## src/sv/cts_pkg.sv

```systemverilog
// shared types and constants for the colon tag line scanner
// no dependencies
`default_nettype none

package cts_pkg;

   localparam int LOOKAHEAD = 4;
   localparam int FILL_BITS = 3;
   localparam int COUNT_BITS = 16;
   localparam int OUT_OFF_BITS = 16;

   // result queue
   localparam int QUEUE_DEPTH = 4;
   localparam int QPTR_BITS = 2;
   localparam int QCNT_BITS = 3;

   // event codes
   localparam logic [1:0] EV_TAG = 2'd0;
   localparam logic [1:0] EV_BODY = 2'd1;
   localparam logic [1:0] EV_END = 2'd2;

   // characters of interest
   localparam logic [7:0] CH_UNDERSCORE = 8'h5F;
   localparam logic [7:0] CH_MINUS = 8'h2D;
   localparam logic [7:0] CH_PLUS = 8'h2B;
   localparam logic [7:0] CH_EQUAL = 8'h3D;
   localparam logic [7:0] CH_COLON = 8'h3A;
   localparam logic [7:0] CH_NEWLINE = 8'h0A;
   localparam logic [7:0] CH_RETURN = 8'h0D;
   localparam logic [7:0] CH_VTAB = 8'h0B;
   localparam logic [7:0] CH_TAB = 8'h09;
   localparam logic [7:0] CH_SPACE = 8'h20;

   typedef enum logic [1:0] {
      SCAN_HUNTING,
      SCAN_IN_NAME,
      SCAN_IN_VALUE,
      SCAN_DONE
   } scan_state_type;

   typedef struct packed {
      logic [1:0]                event_res;
      logic [OUT_OFF_BITS-1:0]   start_offset;
      logic [OUT_OFF_BITS-1:0]   colon_offset;
      logic [COUNT_BITS-1:0]     tag_count;
      logic                      overflow;
      logic                      final_res;
   } rsp_type;

   function automatic logic is_sep(input logic [7:0] c);
      return (c == CH_UNDERSCORE) || (c == CH_MINUS) || (c == CH_PLUS) || (c == CH_EQUAL);
   endfunction

   // space, tab, newline, vtab, form feed, return
   function automatic logic is_blank(input logic [7:0] c);
      return (c == CH_SPACE) || ((c >= CH_TAB) && (c <= CH_RETURN));
   endfunction

endpackage

`default_nettype wire

```

## src/sv/cts_ifs.sv

```systemverilog
// valid/ready channel interfaces for the colon tag line scanner
// depends on cts_pkg for field widths
`default_nettype none

interface cts_req_if;
   logic       valid;
   logic       ready;
   logic [7:0] data_byte;
   logic       last;

   modport source (output valid, output data_byte, output last, input ready);
   modport sink (input valid, input data_byte, input last, output ready);
endinterface

interface cts_rsp_if;
   logic                                  valid;
   logic                                  ready;
   logic [1:0]                            event_res;
   logic [cts_pkg::OUT_OFF_BITS-1:0]      start_offset;
   logic [cts_pkg::OUT_OFF_BITS-1:0]      colon_offset;
   logic [cts_pkg::COUNT_BITS-1:0]        tag_count;
   logic                                  overflow;
   logic                                  final_res;

   modport source (output valid, output event_res, output start_offset, output colon_offset,
                   output tag_count, output overflow, output final_res, input ready);
   modport sink (input valid, input event_res, input start_offset, input colon_offset,
                 input tag_count, input overflow, input final_res, output ready);
endinterface

`default_nettype wire

```

## src/sv/colon_tag_line_scanner_top.sv

```systemverilog
// colon tag line scanner: header tag and body marker finder over a byte stream
// depends on cts_pkg and the channel interfaces in cts_ifs.sv
//
//  channel   | dir | payload                                        | per transfer
//  ----------+-----+------------------------------------------------+--------------------
//  req_ch    | in  | data_byte, last                                | one record byte
//  rsp_ch    | out | event_res, start_offset, colon_offset,         | one result
//            |     | tag_count, overflow, final_res                 |
//
// one byte per cycle while ready is high; scan state, window, offsets update on each transfer
// a byte gives zero, one or two results, written into a four-entry result queue
// req_ch.ready is high while the queue has room for two results, so a stalled rsp side
// holds the input back only once three or more results are waiting
// synchronous reset clears the scan state and empties the queue; no clearing pass
`default_nettype none

module colon_tag_line_scanner_top #(
   parameter int OFFSET_BITS = 16
) (
   input  wire logic  clock,
   input  wire logic  reset,
   cts_req_if.sink    req_ch,
   cts_rsp_if.source  rsp_ch
);

   localparam logic [OFFSET_BITS-1:0] OFF_MAX = {OFFSET_BITS{1'b1}};
   localparam logic [cts_pkg::COUNT_BITS-1:0] COUNT_MAX = {cts_pkg::COUNT_BITS{1'b1}};

   // scan state
   logic [7:0]                          win_ff [cts_pkg::LOOKAHEAD];
   logic [cts_pkg::FILL_BITS-1:0]       fill_ff;
   cts_pkg::scan_state_type             state_ff, state_in;
   logic [OFFSET_BITS-1:0]              pos_ff, pos_in;
   logic [OFFSET_BITS-1:0]              name_start_ff, name_start_in;
   logic [cts_pkg::COUNT_BITS-1:0]      count_ff, count_in;
   logic                                exc_ff, exc_in;

   // result queue
   cts_pkg::rsp_type                    q_ff [cts_pkg::QUEUE_DEPTH];
   logic [cts_pkg::QPTR_BITS-1:0]       head_ff, tail_ff;
   logic [cts_pkg::QCNT_BITS-1:0]       qcnt_ff;

   logic       req_fire, rsp_fire, scan_en, scan_live;
   logic [7:0] cur;
   logic       body_hit, tag_hit, name_begin;
   cts_pkg::rsp_type scan_res, end_res, first_res;
   logic       push_one, push_two;
   logic [cts_pkg::QCNT_BITS-1:0] n_push;

   assign req_fire = req_ch.valid && req_ch.ready;
   assign rsp_fire = rsp_ch.valid && rsp_ch.ready;
   assign req_ch.ready = (qcnt_ff <= cts_pkg::QCNT_BITS'(cts_pkg::QUEUE_DEPTH - 2));

   // oldest window byte is scanned once the window is full
   assign scan_en = (fill_ff == cts_pkg::FILL_BITS'(cts_pkg::LOOKAHEAD));
   assign cur = win_ff[0];
   assign scan_live = scan_en && (cur != cts_pkg::CH_RETURN) && (cur != cts_pkg::CH_VTAB);

   // next state
   always_comb begin
      state_in = state_ff;
      if (scan_live) begin
         case (state_ff)
            cts_pkg::SCAN_HUNTING: begin
               if ((cur == cts_pkg::CH_NEWLINE) ||
                   (cts_pkg::is_sep(cur) && cts_pkg::is_sep(win_ff[1]) &&
                    cts_pkg::is_sep(win_ff[2]) && cts_pkg::is_sep(win_ff[3]))) begin
                  state_in = cts_pkg::SCAN_DONE;
               end else if (!cts_pkg::is_blank(cur)) begin
                  state_in = cts_pkg::SCAN_IN_NAME;
               end
            end
            cts_pkg::SCAN_IN_NAME: begin
               if ((cur == cts_pkg::CH_SPACE) || (cur == cts_pkg::CH_TAB) ||
                   (cur == cts_pkg::CH_COLON)) begin
                  state_in = cts_pkg::SCAN_IN_VALUE;
               end
            end
            cts_pkg::SCAN_IN_VALUE: begin
               if (cur == cts_pkg::CH_NEWLINE) begin
                  state_in = cts_pkg::SCAN_HUNTING;
               end
            end
            default: begin
               state_in = state_ff;
            end
         endcase
      end
   end

   // scan outputs
   always_comb begin
      body_hit = 1'b0;
      tag_hit = 1'b0;
      name_begin = 1'b0;
      if (scan_live) begin
         case (state_ff)
            cts_pkg::SCAN_HUNTING: begin
               if ((cur == cts_pkg::CH_NEWLINE) ||
                   (cts_pkg::is_sep(cur) && cts_pkg::is_sep(win_ff[1]) &&
                    cts_pkg::is_sep(win_ff[2]) && cts_pkg::is_sep(win_ff[3]))) begin
                  body_hit = 1'b1;
               end else if (!cts_pkg::is_blank(cur)) begin
                  name_begin = 1'b1;
               end
            end
            cts_pkg::SCAN_IN_NAME: begin
               tag_hit = (cur == cts_pkg::CH_COLON);
            end
            default: begin
               body_hit = 1'b0;
            end
         endcase
      end
   end

   // counters and offsets after this byte
   always_comb begin
      count_in = count_ff;
      if (tag_hit && (count_ff != COUNT_MAX)) begin
         count_in = count_ff + 1'b1;
      end
      pos_in = pos_ff;
      exc_in = exc_ff;
      if (scan_en) begin
         if (pos_ff != OFF_MAX) begin
            pos_in = pos_ff + 1'b1;
         end else begin
            exc_in = 1'b1;
         end
      end
      name_start_in = name_begin ? pos_ff : name_start_ff;
   end

   // result words
   always_comb begin
      scan_res.event_res = tag_hit ? cts_pkg::EV_TAG : cts_pkg::EV_BODY;
      scan_res.start_offset = tag_hit ? 16'(32'(name_start_ff)) : 16'(32'(pos_ff));
      scan_res.colon_offset = 16'(32'(pos_ff));
      scan_res.tag_count = count_in;
      scan_res.overflow = exc_ff;
      scan_res.final_res = !req_ch.last;

      end_res.event_res = cts_pkg::EV_END;
      end_res.start_offset = 16'(32'(pos_in));
      end_res.colon_offset = 16'(32'(pos_in));
      end_res.tag_count = count_in;
      end_res.overflow = exc_in;
      end_res.final_res = 1'b1;

      first_res = (tag_hit || body_hit) ? scan_res : end_res;
      push_one = req_fire && (tag_hit || body_hit || req_ch.last);
      push_two = req_fire && (tag_hit || body_hit) && req_ch.last;
      n_push = {1'b0, push_two, push_one && !push_two};
   end

   // scan registers
   always_ff @(posedge clock) begin
      if (reset) begin
         for (int i = 0; i < cts_pkg::LOOKAHEAD; i++) begin
            win_ff[i] <= 8'd0;
         end
         fill_ff <= '0;
         state_ff <= cts_pkg::SCAN_HUNTING;
         pos_ff <= '0;
         name_start_ff <= '0;
         count_ff <= '0;
         exc_ff <= 1'b0;
      end else if (req_fire) begin
         if (req_ch.last) begin
            // record end returns to the reset state
            for (int i = 0; i < cts_pkg::LOOKAHEAD; i++) begin
               win_ff[i] <= 8'd0;
            end
            fill_ff <= '0;
            state_ff <= cts_pkg::SCAN_HUNTING;
            pos_ff <= '0;
            name_start_ff <= '0;
            count_ff <= '0;
            exc_ff <= 1'b0;
         end else begin
            if (scan_en) begin
               for (int i = 0; i < cts_pkg::LOOKAHEAD - 1; i++) begin
                  win_ff[i] <= win_ff[i+1];
               end
               win_ff[cts_pkg::LOOKAHEAD-1] <= req_ch.data_byte;
            end else begin
               win_ff[fill_ff[cts_pkg::FILL_BITS-2:0]] <= req_ch.data_byte;
               fill_ff <= fill_ff + 1'b1;
            end
            state_ff <= state_in;
            pos_ff <= pos_in;
            name_start_ff <= name_start_in;
            count_ff <= count_in;
            exc_ff <= exc_in;
         end
      end
   end

   // result queue storage
   always_ff @(posedge clock) begin
      if (push_one) begin
         q_ff[tail_ff] <= first_res;
      end
      if (push_two) begin
         q_ff[tail_ff + 1'b1] <= end_res;
      end
   end

   // result queue pointers
   always_ff @(posedge clock) begin
      if (reset) begin
         head_ff <= '0;
         tail_ff <= '0;
         qcnt_ff <= '0;
      end else begin
         tail_ff <= tail_ff + n_push[cts_pkg::QPTR_BITS-1:0];
         if (rsp_fire) begin
            head_ff <= head_ff + 1'b1;
         end
         qcnt_ff <= qcnt_ff + n_push - {{(cts_pkg::QCNT_BITS-1){1'b0}}, rsp_fire};
      end
   end

   assign rsp_ch.valid = (qcnt_ff != '0);
   assign rsp_ch.event_res = q_ff[head_ff].event_res;
   assign rsp_ch.start_offset = q_ff[head_ff].start_offset;
   assign rsp_ch.colon_offset = q_ff[head_ff].colon_offset;
   assign rsp_ch.tag_count = q_ff[head_ff].tag_count;
   assign rsp_ch.overflow = q_ff[head_ff].overflow;
   assign rsp_ch.final_res = q_ff[head_ff].final_res;

endmodule

`default_nettype wire

```

## src/flat_wrapper.sv

```systemverilog
// flat-port wrapper written by rule: the top's interface ports become plain ports
module colon_tag_line_scanner_top_flat 
#(
   parameter int OFFSET_BITS = 16
)
  (clock, reset, req_ch_valid, req_ch_data_byte, req_ch_last, req_ch_ready, rsp_ch_valid, rsp_ch_event_res, rsp_ch_start_offset, rsp_ch_colon_offset, rsp_ch_tag_count, rsp_ch_overflow, rsp_ch_final_res, rsp_ch_ready);
  cts_req_if req_ch_i ();
  cts_rsp_if rsp_ch_i ();
  input  wire logic clock;
  input  wire logic reset;
  input wire logic [$bits(req_ch_i.valid)-1:0] req_ch_valid;
  input wire logic [$bits(req_ch_i.data_byte)-1:0] req_ch_data_byte;
  input wire logic [$bits(req_ch_i.last)-1:0] req_ch_last;
  output wire logic [$bits(req_ch_i.ready)-1:0] req_ch_ready;
  output wire logic [$bits(rsp_ch_i.valid)-1:0] rsp_ch_valid;
  output wire logic [$bits(rsp_ch_i.event_res)-1:0] rsp_ch_event_res;
  output wire logic [$bits(rsp_ch_i.start_offset)-1:0] rsp_ch_start_offset;
  output wire logic [$bits(rsp_ch_i.colon_offset)-1:0] rsp_ch_colon_offset;
  output wire logic [$bits(rsp_ch_i.tag_count)-1:0] rsp_ch_tag_count;
  output wire logic [$bits(rsp_ch_i.overflow)-1:0] rsp_ch_overflow;
  output wire logic [$bits(rsp_ch_i.final_res)-1:0] rsp_ch_final_res;
  input wire logic [$bits(rsp_ch_i.ready)-1:0] rsp_ch_ready;
  assign req_ch_i.valid = req_ch_valid;
  assign req_ch_i.data_byte = req_ch_data_byte;
  assign req_ch_i.last = req_ch_last;
  assign req_ch_ready = req_ch_i.ready;
  assign rsp_ch_valid = rsp_ch_i.valid;
  assign rsp_ch_event_res = rsp_ch_i.event_res;
  assign rsp_ch_start_offset = rsp_ch_i.start_offset;
  assign rsp_ch_colon_offset = rsp_ch_i.colon_offset;
  assign rsp_ch_tag_count = rsp_ch_i.tag_count;
  assign rsp_ch_overflow = rsp_ch_i.overflow;
  assign rsp_ch_final_res = rsp_ch_i.final_res;
  assign rsp_ch_i.ready = rsp_ch_ready;
  colon_tag_line_scanner_top #(.OFFSET_BITS(OFFSET_BITS)) u_core (.clock(clock), .reset(reset), .req_ch(req_ch_i), .rsp_ch(rsp_ch_i));
endmodule
```

## config.mk

```make
export PLATFORM = sky130hd
export DESIGN_NAME = colon_tag_line_scanner_top_flat
export DESIGN_NICKNAME = d
export VERILOG_FILES = /design/src/sv/cts_pkg.sv /design/src/sv/cts_ifs.sv /design/src/sv/colon_tag_line_scanner_top.sv /design/src/flat_wrapper.sv
export SDC_FILE = /design/constraint.sdc
export NUM_CORES = 1
export LEC_CHECK = 0
export BUFFER_PORTS_ARGS = -buffer_cell sky130_fd_sc_hd__buf_4
export CAP_MARGIN = 5
export CORE_MARGIN = 8
export CORE_UTILIZATION = 56
export DETAILED_ROUTE_END_ITERATION = 10
export GPL_TIMING_DRIVEN = 1
export PLACE_DENSITY_LB_ADDON = 0.25
export SETUP_SLACK_MARGIN = 0.2
export SYNTH_ARGS = -nofsm -noshare
export SYNTH_HDL_FRONTEND = slang
export SYNTH_SLANG_ARGS = --single-unit
```

## constraint.sdc

```tcl
create_clock -name clock -period 3.94 [get_ports clock]
set_clock_uncertainty 0.2 [all_clocks]
set_input_delay 0.197 -clock clock [delete_from_list [all_inputs] [get_ports clock]]
set_output_delay 0.197 -clock clock [all_outputs]
set_load 0.03 [all_outputs]
```

# Word-level counts from Yosys, hierarchy flattened
# Memories as Yosys holds them, arrays and structs flattened. A register that Yosys moved wholly into a read port is not among the register bits.
# Index checks and enable logic that the tools add are counted.
# W data, S select, Z words.
# op_classes
n_addsub	8
magnitude_cmp	3
eq_ne	31
mux	64
n_bitwise	8
n_reduce_logical	42
# op_table
operator	n
$mux W16	8
$eq A8 B6 Y1 const B	14
$mux W8	9
$mux W52	1
$mux W1	34
$add A16 B1 Y16 const B	2
$eq A8 B7 Y1 const B	4
$ne A16 B16 Y1 const B	2
$logic_or A1 B1 Y1	18
$mux W2	9
$eq A8 B4 Y1 const B	2
$ne A8 B4 Y1 const B	2
$logic_and A1 B1 Y1	13
$ge A8 B4 Y1 const B	1
$le A8 B4 Y1 const B	1
$or A1 B1 Y1	8
$reduce_or A8 Y1	1
$mux W3	2
$ne A3 B2 Y1 const B	2
$pmux W2 S3	1
$reduce_and A6 Y1	1
$add A2 B1 Y2 const B	2
$ne A4 B3 Y1 const B	1
$reduce_and A2 Y1	2
other kinds (14)	16
# totals
register_bits	61
ram_bits	240
in_bits	13
mem_count	2
# memory_table
name	depth	width	read_ports	rd_ports_with_merged_regs	write_ports	line	text
u_core.q_ff	4	52	1	1	2	colon_tag_line_scanner_top.sv:39	cts_pkg::rsp_type q_ff [cts_pkg::QUEUE_DEPTH];
u_core.win_ff	4	8	4	0	4	colon_tag_line_scanner_top.sv:30	logic [7:0] win_ff [cts_pkg::LOOKAHEAD];

# Longest topological paths before layout
# Gate-level depths: netlist of run 1.
# An unclocked memory read counts as a cell.
# logic_depth
word_depth	19
ltp_mapped	16

# Worst setup path after synthesis of run 1
# Ideal clock, no wire load.
# synth_timing
kind	reg2reg
from	memory u_core.win_ff[0][2]
to	memory u_core.q_ff[2][10] (netlist name) (enable)
arrival_ps	3306
t_required_ps	3335
setup_slack_ps	29
stages_incl_launch_ff	10
n_path_buf	1
cell_sequence	edfxtp_1 buf_2 or4b_1 a21oi_1 o2111ai_2 o31ai_4 nand2_4 a21boi_2 nor2_2 inv_1
# synth_lines
element	line
start: declaration	colon_tag_line_scanner_top.sv:30
end: declaration	colon_tag_line_scanner_top.sv:39

==> results.toml, run 1 <==
[placed_design]
placedCellCount = 1713
port-buffer-count = 66
finalWeightedCongestion = 1.05
hpwl_mm = 28.3

[clock_tree]
clockRootBuffer = "clkbuf_16"
cts_buffers = 31
htreeDepth = 1
clock_path_buffers = 3
path_clk_slew_ps = 70
cts_tree = "yes"
clock_sinks = 303
clk_latency_ps = 560

[routing]
firstDrtPassIters = 5
drtIter0Drc = 1527
post-route-drc-count = 0
vias = 12000
ant_nets = 0
routed_wl_mm = 42.5
drt-vias-per-instance = 6.74
routedWlPerCell_um = 23.9

[worst_hold_path]
hold_start = "req_ch_valid"
hold_class = "in2reg"
hold-path-endpoint = "u_core.name_start_ff[0]$_SDFFE_PP0P_"
whs_path_depth = 5

[worst_setup_path]
cp.arrival_ps = 3670
r2r_cells = 8
critPathCaptureType = "flop"
r2r_start = "u_core.win_ff[0][4]$_DFFE_PP_"
r2r_end = "u_core.q_ff[0][28]$_DFFE_PP_"
path_delay_family = "simple AND/OR/NAND/NOR gates"
crit_required_ps = 4050
cp_slowest_cell = "or4_1"
path_class = "reg2reg"
r2r_slack_ps = 370
cp_num_buf_inv = 2
cp_cell_sequence = "or4_1 -> o311a_1 -> or2_0 -> nand2_4 -> nor2_1 -> nor2_2 -> clkinvlp_4 -> buf_12"
start_kind = "flop"
max_stage_delay_ps = 570
crit_fanout = 21

[layout]
fin_nets = 1442
drive_gt1_share_pct = 19.2
area_growth_pct = 15.0
diodes = 0
fin_cells = 1782

[yosys]
async_flop_share_pct = 0
yosysTopAreaCell = "edfxtp_1"
avgSynthCellArea_um2 = 11.3
synth-seq-area-share_pct = 54.9
synth_seq_cells = 303
yosys_warnings = 0
ys.flop_type = "edfxtp_1"
synth_area_leaders = "edfxtp_1 (45%), dfxtp_1 (9.9%), mux4_2 (7.7%)"
synth_top_cell_area_share_pct = 45.0
syn_area_um2 = 15200
syn_inst = 1351
synth_nets = 1376
synth.distinct_cells = 84
synth_enable_flop_cells = 228

[timing]
hold_ws_ps = 38.6
worst_pin_slew_ps = 914
slew_headroom_pct = 38.9
fmax_mhz = 280
rsz0062_at_grt = "true"
hold_viol_final = 0
setup_viol = 0
period_needed_ps = 3570
period_share_pct = 90.6
fin_setup_tns_ps = 0
final_max_slew_viol_count = 0

[power_and_ir_drop]
powerDensity_nw_per_um2 = 501
leakage_nw = 5.54
peakVddDrop_uv = 585

[global_route]
overflow = 0
grt_start_max_net_pins = 65
grt_usage_pct = 25.5
antenna_found_initial = 0
grt_pass1_wl_mm = 66.6
grt_pass1_vias = 11700

[die]
core_um2 = 26800
rows = 60
die_x_um = 181
ioPinCount = 67
start_util_pct = 56.8
die-area_um2 = 32700
die_h_um = 181

[flow_run]
maxCapViolations = 0

[status]
status = "finished, final reports clean"
==> power by group <==
group | internal, mW | switching (mW)
Combinational | 0.769 | 1.07
Sequential | 3.57 | 0.156
Clock | 1.96 | 1.24
Total | 6.30 | 2.46
==> registers in the layout, summed over array words and instances (netlist names), named ones only <==
name / cells
u_core.name_start_ff: 16
u_core.win_ff: 32
u_core.count_ff: 16
u_core.fill_ff: 3
u_core.state_ff: 2
u_core.exc_ff: 1
u_core.head_ff: 2
u_core.q_ff: 208
u_core.pos_ff: 16
u_core.tail_ff: 2
u_core.qcnt_ff: 3
==> layout by cell type (no fill, tap or decap), drive strengths merged, types with 11 or more instances in the layout <==
cell type	n
o21ai	66
nor2b	11
o22ai	83
dfxtp	75
inv	15
and3	17
buf	130
a22o	26
or3	11
and2	19
nor3	12
a21oi	100
nor2	178
nand2	85
xor2	11
mux4	52
a22oi	27
ha	11
xnor2	21
nand3	54
clkbuf	43
edfxtp	228
==> Yosys cell counts (all sizes together), types with 3 or more instances <==
cell type  count
nor2         178
ha            11
nor2b         11
xor2          11
nand4          6
buf           35
a311oi         8
inv           18
and3          17
xnor2         21
mux4          52
or2            5
nand2b        10
and2          19
a22oi         27
a22o          26
a21oi        100
nand4b         3
o2bb2ai        5
o22ai         83
and4           5
a21boi         6
nand3b         6
or3           11
o31ai         10
o21ai         66
edfxtp       228
o21a          10
nor3          12
nand3         54
or4            3
a31oi         10
nand2         85
nor4           6
dfxtp         75
clkbuf        72
a221oi         9
mux2i          7
==> layer usage <==
| layer | GRT usage, % | vias up | wire (µm) |
|---|---|---|---|
| met1 | 33.2 | 5865 | 16400 |
| met5 | 0 | - | 0 |
| met3 | 4.89 | 112 | 4280 |
| li1 | - | 5292 | - |
| met2 | 41.2 | 748 | 20000 |
| met4 | 10.8 | 0 | 1840 |
==> logic make-up (layout without fill, tap and decap cells) <==
group           Yosys count  count (layout)  synth area share, %
mux                      60              60                 8.23
flops                   303             303                 54.9
compound gates          381             381                 16.8
buf+inv                 125             215                 3.39
simple gates            438             438                 13.9
xor+xnor                 32              32                 1.84
fa+ha+maj                12              12                 1.04
==> worst register-to-register path, stage by stage, from the launching register on <==
cell and delay [ps]:
edfxtp_1 490, or4_1 570, o311a_1 430, or2_0 370, nand2_4 210, nor2_1 130
nor2_2 200, clkinvlp_4 390, buf_12 310
==> what timing repair did <==
item                                   4_1_cts  5_1_grt
setup endpoints to repair                    0       87
endpoints found under the hold margin       38        0
setup buffers                                0        2
hold buffers                                10        0
resized for setup                            0        4
==> worst max path at each step <==
stage | start | endpoint | depth (start not counted)
global route | u_core.win_ff[0][6]$_DFFE_PP_ | u_core.q_ff[0][28]$_DFFE_PP_ | 8
global placement | u_core.win_ff[0][6]$_DFFE_PP_ | u_core.q_ff[3][23]$_DFFE_PP_ | 10
CTS | u_core.win_ff[0][4]$_DFFE_PP_ | u_core.q_ff[3][44]$_DFFE_PP_ | 10
detailed placement | u_core.win_ff[0][4]$_DFFE_PP_ | u_core.q_ff[3][23]$_DFFE_PP_ | 10
finish | u_core.win_ff[0][4]$_DFFE_PP_ | u_core.q_ff[0][28]$_DFFE_PP_ | 8
floorplan | u_core.win_ff[0][6]$_DFFE_PP_ | u_core.q_ff[2][0]$_SDFFE_PP1P_ | 9
==> layout make-up <==
class / instances / area, µm²
Clock buffer: 43 / 925
Clock inverter: 14 / 199
Fill cell: 1998 / 9290
Inverter: 18 / 78.8
Multi-Input combinational cell: 923 / 6370
Sequential cell: 303 / 8350
Tap cell: 341 / 427
Timing Repair Buffer: 140 / 1160
==> through the flow <==
| step | power [mW] | util (%) | instance area, µm² | worst slack, ps |
|---|---|---|---|---|
| floorplan | 4.99 | - | 15200 | 204 |
| global placement | 5.62 | 60.6 | 16300 | 413 |
| detailed placement | 5.64 | 60.6 | 16300 | 323 |
| CTS | 8.80 | 65.2 | 17500 | 297 |
| global route | 9.02 | 65.3 | 17500 | 194 |
| finish | 8.77 | 65.3 | 17500 | 372 |
Note: power is estimated with default switching activity, not from simulation.
==> run 2, diff against run 1 <==
--- a/config.mk
+++ b/config.mk
@@ -5,12 +5,14 @@
 export SDC_FILE = /design/constraint.sdc
 export NUM_CORES = 1
 export LEC_CHECK = 0
+export ABC_CLOCK_PERIOD_IN_PS = 3940
 export BUFFER_PORTS_ARGS = -buffer_cell sky130_fd_sc_hd__buf_4
 export CAP_MARGIN = 5
 export CORE_MARGIN = 8
 export CORE_UTILIZATION = 56
 export DETAILED_ROUTE_END_ITERATION = 10
 export GPL_TIMING_DRIVEN = 1
+export MAX_ROUTING_LAYER = met4
 export PLACE_DENSITY_LB_ADDON = 0.25
 export SETUP_SLACK_MARGIN = 0.2
 export SYNTH_ARGS = -nofsm -noshare
==> run 2 against run 1 <==
  * Critical path depth up 1
  * Non-clock buffer count up 5
  * Die area unchanged
  * Combinational power down 2%
  * Clock-buffer cell count up 5
  * Worst setup slack worse by 44 ps
  * Power down 4.6%
  * First-iteration DRC count down 6.2%
==> results.toml, run 2 (synthesis gave the netlist of run 1 again) <==
[status]
status = "finished, final reports clean"

[timing]
rsz0062_at_grt = "false"
period_share_pct = 91.7
period_needed_ps = 3610
final_max_slew_viol_count = 0
fmax_mhz = 277
hold_viol_final = 0
setup_viol = 0
worst_pin_slew_ps = 987
fin_setup_tns_ps = 0
slew_headroom_pct = 34.0

[worst_setup_path]
start_kind = "flop"
path_class = "reg2reg"
critPathCaptureType = "flop"
crit_fanout = 31
r2r_cells = 9
crit_required_ps = 4020
cp.arrival_ps = 3690

[die]
start_util_pct = 56.8
die_x_um = 181
rows = 60
ioPinCount = 67
core_um2 = 26800
die-area_um2 = 32700
die_h_um = 181

[power_and_ir_drop]
powerDensity_nw_per_um2 = 482
peakVddDrop_uv = 589
leakage_nw = 5.46
p_total_mw = 8.36

[layout]
regMostFlops = "u_core.q_ff"
final_area_um2 = 17300
largest_reg_flops = 208
fin_cells = 1788
multi_input_area_um2 = 6370
final-seq-area_um2 = 8350
area_growth_pct = 13.9
layout_common_cells = "edfxtp_1 (228), nor2_1 (171), buf_4 (131), a21oi_1 (98), o22ai_1 (83)"
fin_nets = 1447
fill_cells = 2069
top_regs = "u_core.q_ff (208), u_core.win_ff (32)"
layout_commonest_cell = "edfxtp_1"
drive_gt1_share_pct = 18.8

[placed_design]
placed_area_um2 = 16200
hpwl_mm = 28.9
placedCellCount = 1718
finalWeightedCongestion = 0.961
port-buffer-count = 66

[clock_tree]
clock_path_buffers = 3
clk_latency_ps = 560
cts_tree = "yes"
cts_buffers = 31
clockRootBuffer = "clkbuf_16"
htreeDepth = 1
clock_sinks = 303
path_clk_slew_ps = 60

[global_route]
overflow = 0
grt_pass1_wl_mm = 67.0
grt.busiest_layer = "met2"
grt_pass1_vias = 11700
grt_util_met3_pct = 4.37
use_met2_pct = 42.0
grt_usage_pct = 26.5
grt.met1_usage_pct = 33.5
grt_start_max_net_pins = 65
antenna_found_initial = 1

[routing]
drt-vias-per-instance = 6.67
post-route-drc-count = 0
drtIter0Drc = 1432
firstDrtPassIters = 10
routedWlPerCell_um = 24.4
ant_nets = 0
vias = 11900
routed_wl_mm = 43.6

[worst_hold_path]
hold_class = "in2reg"
whs_path_depth = 5

[flow_run]
maxCapViolations = 0
run 2: cell count changes in the layout (fill, tap and decap cells not counted), moves of 3 or more:
cell and delta:
bufinv_16 -3, clkbuf_16 -3, buf_12 -4, buf_4 +9, clkbuf_1 +10
run 2: cell type report:
| cell class | instances | share of cell area (%) |
|---|---|---|
| Clock inverter | 9 | 0.570 |
| Multi-Input combinational cell | 923 | 36.7 |
| Tap cell | 341 | 2.46 |
| Antenna cell | 1 | 0.0144 |
| Timing Repair Buffer | 145 | 6.61 |
| Clock buffer | 48 | 4.96 |
| Inverter | 18 | 0.455 |
| Sequential cell | 303 | 48.2 |
run 2: what timing repair did:
action	4_1_cts	5_1_grt
hold endpoints to repair	39	0
setup endpoints to repair	0	70
setup buffers	0	2
hold buffers	10	0
resized for setup	0	5
run 2: path summary, 6_finish.rpt:
| kind | from | to | slack [ps] |
|---|---|---|---|
| setup / recovery | u_core.win_ff[0][4]$_DFFE_PP_ | u_core.q_ff[1][39]$_DFFE_PP_ | 330 |
| hold / removal | req_ch_valid | u_core.count_ff[5]$_SDFFE_PP0P_ | 20 |
| setup reg to reg | u_core.win_ff[0][4]$_DFFE_PP_ | u_core.q_ff[1][39]$_DFFE_PP_ | 330 |
| hold reg to reg | u_core.q_ff[3][50]$_SDFFE_PP0P_ | u_core.q_ff[3][50]$_SDFFE_PP0P_ | 270 |
run 2: report_power, final:
| group | switching (mW) | internal, mW | leakage (nW) | total (mW) |
|---|---|---|---|---|
| sequential | 0.189 | 3.57 | 2.68 | 3.76 |
| clock | 1.17 | 1.62 | 0.462 | 2.79 |
| combinational | 1.04 | 0.761 | 2.32 | 1.80 |
run 2: per-stage QoR:
stage               setup slack, ps  utilization [%]  hold WS, ps
floorplan                       204                -          195
global placement                348             60.6          246
detailed placement              332             60.6          253
CTS                             331             64.6         12.4
global route                    213             64.7         52.9
finish                          329             64.7         22.1
run 2: worst max-delay path, stage by stage (launching register included):
cell and delay, ps:
edfxtp_1 490, or4b_1 500, a21oi_1 180, o2111ai_2 230
or3_4 490, a21oi_4 190, buf_4 390, nor2_1 190
o21ai_0 300, o21ai_0 170
run 2: metal layers:
layer	up-vias	share of wire, %
met3	132	9.0
met1	5841	40
met4	0	4.4
li1	5315	-
met2	645	47
met5	-	0
==> run 3, diff against run 2 <==
--- a/config.mk
+++ b/config.mk
@@ -9,7 +9,7 @@
 export BUFFER_PORTS_ARGS = -buffer_cell sky130_fd_sc_hd__buf_4
 export CAP_MARGIN = 5
 export CORE_MARGIN = 8
-export CORE_UTILIZATION = 56
+export CORE_UTILIZATION = 30
 export DETAILED_ROUTE_END_ITERATION = 10
 export GPL_TIMING_DRIVEN = 1
 export MAX_ROUTING_LAYER = met4
==> run 3 against run 2 <==
  * Final cell count up 20%
  * Non-clock buffer count up 10
  * Flip-flop and latch count unchanged
==> results.toml, run 3 (synthesis gave the netlist of run 1 again) <==
[clock_tree]
cts_tree = "yes"
clk_latency_ps = 550
path_clk_slew_ps = 60
clock_sinks = 303
htreeDepth = 2
clockRootBuffer = "clkbuf_16"
clock_path_buffers = 3
cts_buffers = 37

[timing]
final_max_slew_viol_count = 0
worst_pin_slew_ps = 967
setup_viol = 0
hold_viol_final = 0
hold_ws_ps = 56.7
fmax_mhz = 281
fin_setup_tns_ps = 0
slew_headroom_pct = 35.4
layout_setup_ws_ps = 379
period_needed_ps = 3560
rsz0062_at_grt = "false"
period_share_pct = 90.4

[global_route]
grt_usage_pct = 17.0
grt_pass1_vias = 11600
grt_start_max_net_pins = 65
antenna_found_initial = 0
grt_pass1_wl_mm = 73.4
overflow = 0

[layout]
layout_commonest_cell = "edfxtp_1"
fin_cells = 2139
drive_gt1_share_pct = 19.7
regMostFlops = "u_core.q_ff"
area_growth_pct = 18.3
fin_nets = 1463
top_regs = "u_core.q_ff (208), u_core.win_ff (32)"
largest_reg_flops = 208
diodes = 0
layout_common_cells = "edfxtp_1 (228), nor2_1 (171), buf_4 (140), a21oi_1 (98)"

[routing]
vias = 11800
drt-vias-per-instance = 5.54
post-route-drc-count = 0
ant_nets = 0
drtIter0Drc = 1054
routed_wl_mm = 48.4
firstDrtPassIters = 5
routedWlPerCell_um = 22.6

[flow_run]
maxCapViolations = 0

[worst_setup_path]
r2r_cells = 11
crit_required_ps = 4150
critPathCaptureType = "flop"
path_class = "reg2reg"
start_kind = "flop"
crit_fanout = 7
critPathLaunch = "u_core.win_ff[0][6]$_DFFE_PP_"
cp.arrival_ps = 3770
r2r_start = "u_core.win_ff[0][6]$_DFFE_PP_"

[die]
start_util_pct = 30.3
ioPinCount = 67
die_x_um = 241
die_h_um = 241
core_um2 = 50200
die-area_um2 = 58200
rows = 82

[placed_design]
placedCellCount = 2057
hpwl_mm = 31.9
pre_cts_ws_ps = 361
port-buffer-count = 66
finalWeightedCongestion = 0.892

[worst_hold_path]
hold_start = "req_ch_last"
whs_path_depth = 4
hold_class = "in2reg"

[status]
status = "finished, final reports clean"

[power_and_ir_drop]
powerDensity_nw_per_um2 = 491
leakage_nw = 5.60
peakVddDrop_uv = 383
[run 3: stage by stage]
| step | utilization (%) | total power [mW] | area [µm²] |
|---|---|---|---|
| after floorplan | - | 4.99 | 15200 |
| after global placement | 33.4 | 5.73 | 16800 |
| after detailed placement | 33.4 | 5.74 | 16800 |
| after CTS | 35.8 | 8.96 | 18000 |
| after global routing | 35.9 | 9.20 | 18000 |
| final | 35.9 | 8.84 | 18000 |
[run 3: layout make-up]
| type | instances | area (µm²) |
|---|---|---|
| Clock buffer | 52 | 1030 |
| Clock inverter | 16 | 83.8 |
| Fill cell | 4975 | 32200 |
| Inverter | 18 | 78.8 |
| Multi-Input combinational cell | 923 | 6370 |
| Sequential cell | 303 | 8350 |
| Tap cell | 672 | 841 |
| Timing Repair Buffer | 155 | 1250 |
[run 3: timing repair]
action	4_1_cts	5_1_grt
hold buffers	10	0
endpoints found under the hold margin	37	0
gates resized for setup	0	1
setup buffers	0	4
setup endpoints to repair	0	19
[run 3: power by group]
| group | internal (mW) | switching [mW] | total [mW] | leakage (nW) |
|---|---|---|---|---|
| clock | 1.84 | 1.36 | 3.20 | 0.544 |
| combinational | 0.769 | 1.10 | 1.87 | 2.38 |
| sequential | 3.58 | 0.193 | 3.77 | 2.68 |
[run 3: final timing paths]
path | end | slack, ps
setup / recovery | u_core.qcnt_ff[2]$_SDFF_PP0_ | 380
hold / removal | u_core.q_ff[3][50]$_SDFFE_PP0P_ | 60
setup reg to reg | u_core.qcnt_ff[2]$_SDFF_PP0_ | 380
hold reg to reg | u_core.q_ff[1][51]$_SDFFE_PP1P_ | 260
[run 3: routing by layer]
metal,up-vias,global-route usage [%],part of all wire [%]
met2,464,26.5,47
li1,5362,-,-
met1,5925,22.6,44
met5,-,-,0
met4,0,5.70,2.8
met3,96,2.59,6.6
[run 3: critical path: stages, from the launching register on]
cell and delay (ps):
edfxtp_1 450, or4b_1 530, a21oi_1 190, o2111ai_2 220, or3_4 480, a21oi_4 230, nand2_1 120, ha_1 290
inv_1 50, fa_1 420, xnor2_1 180, nor2_1 50
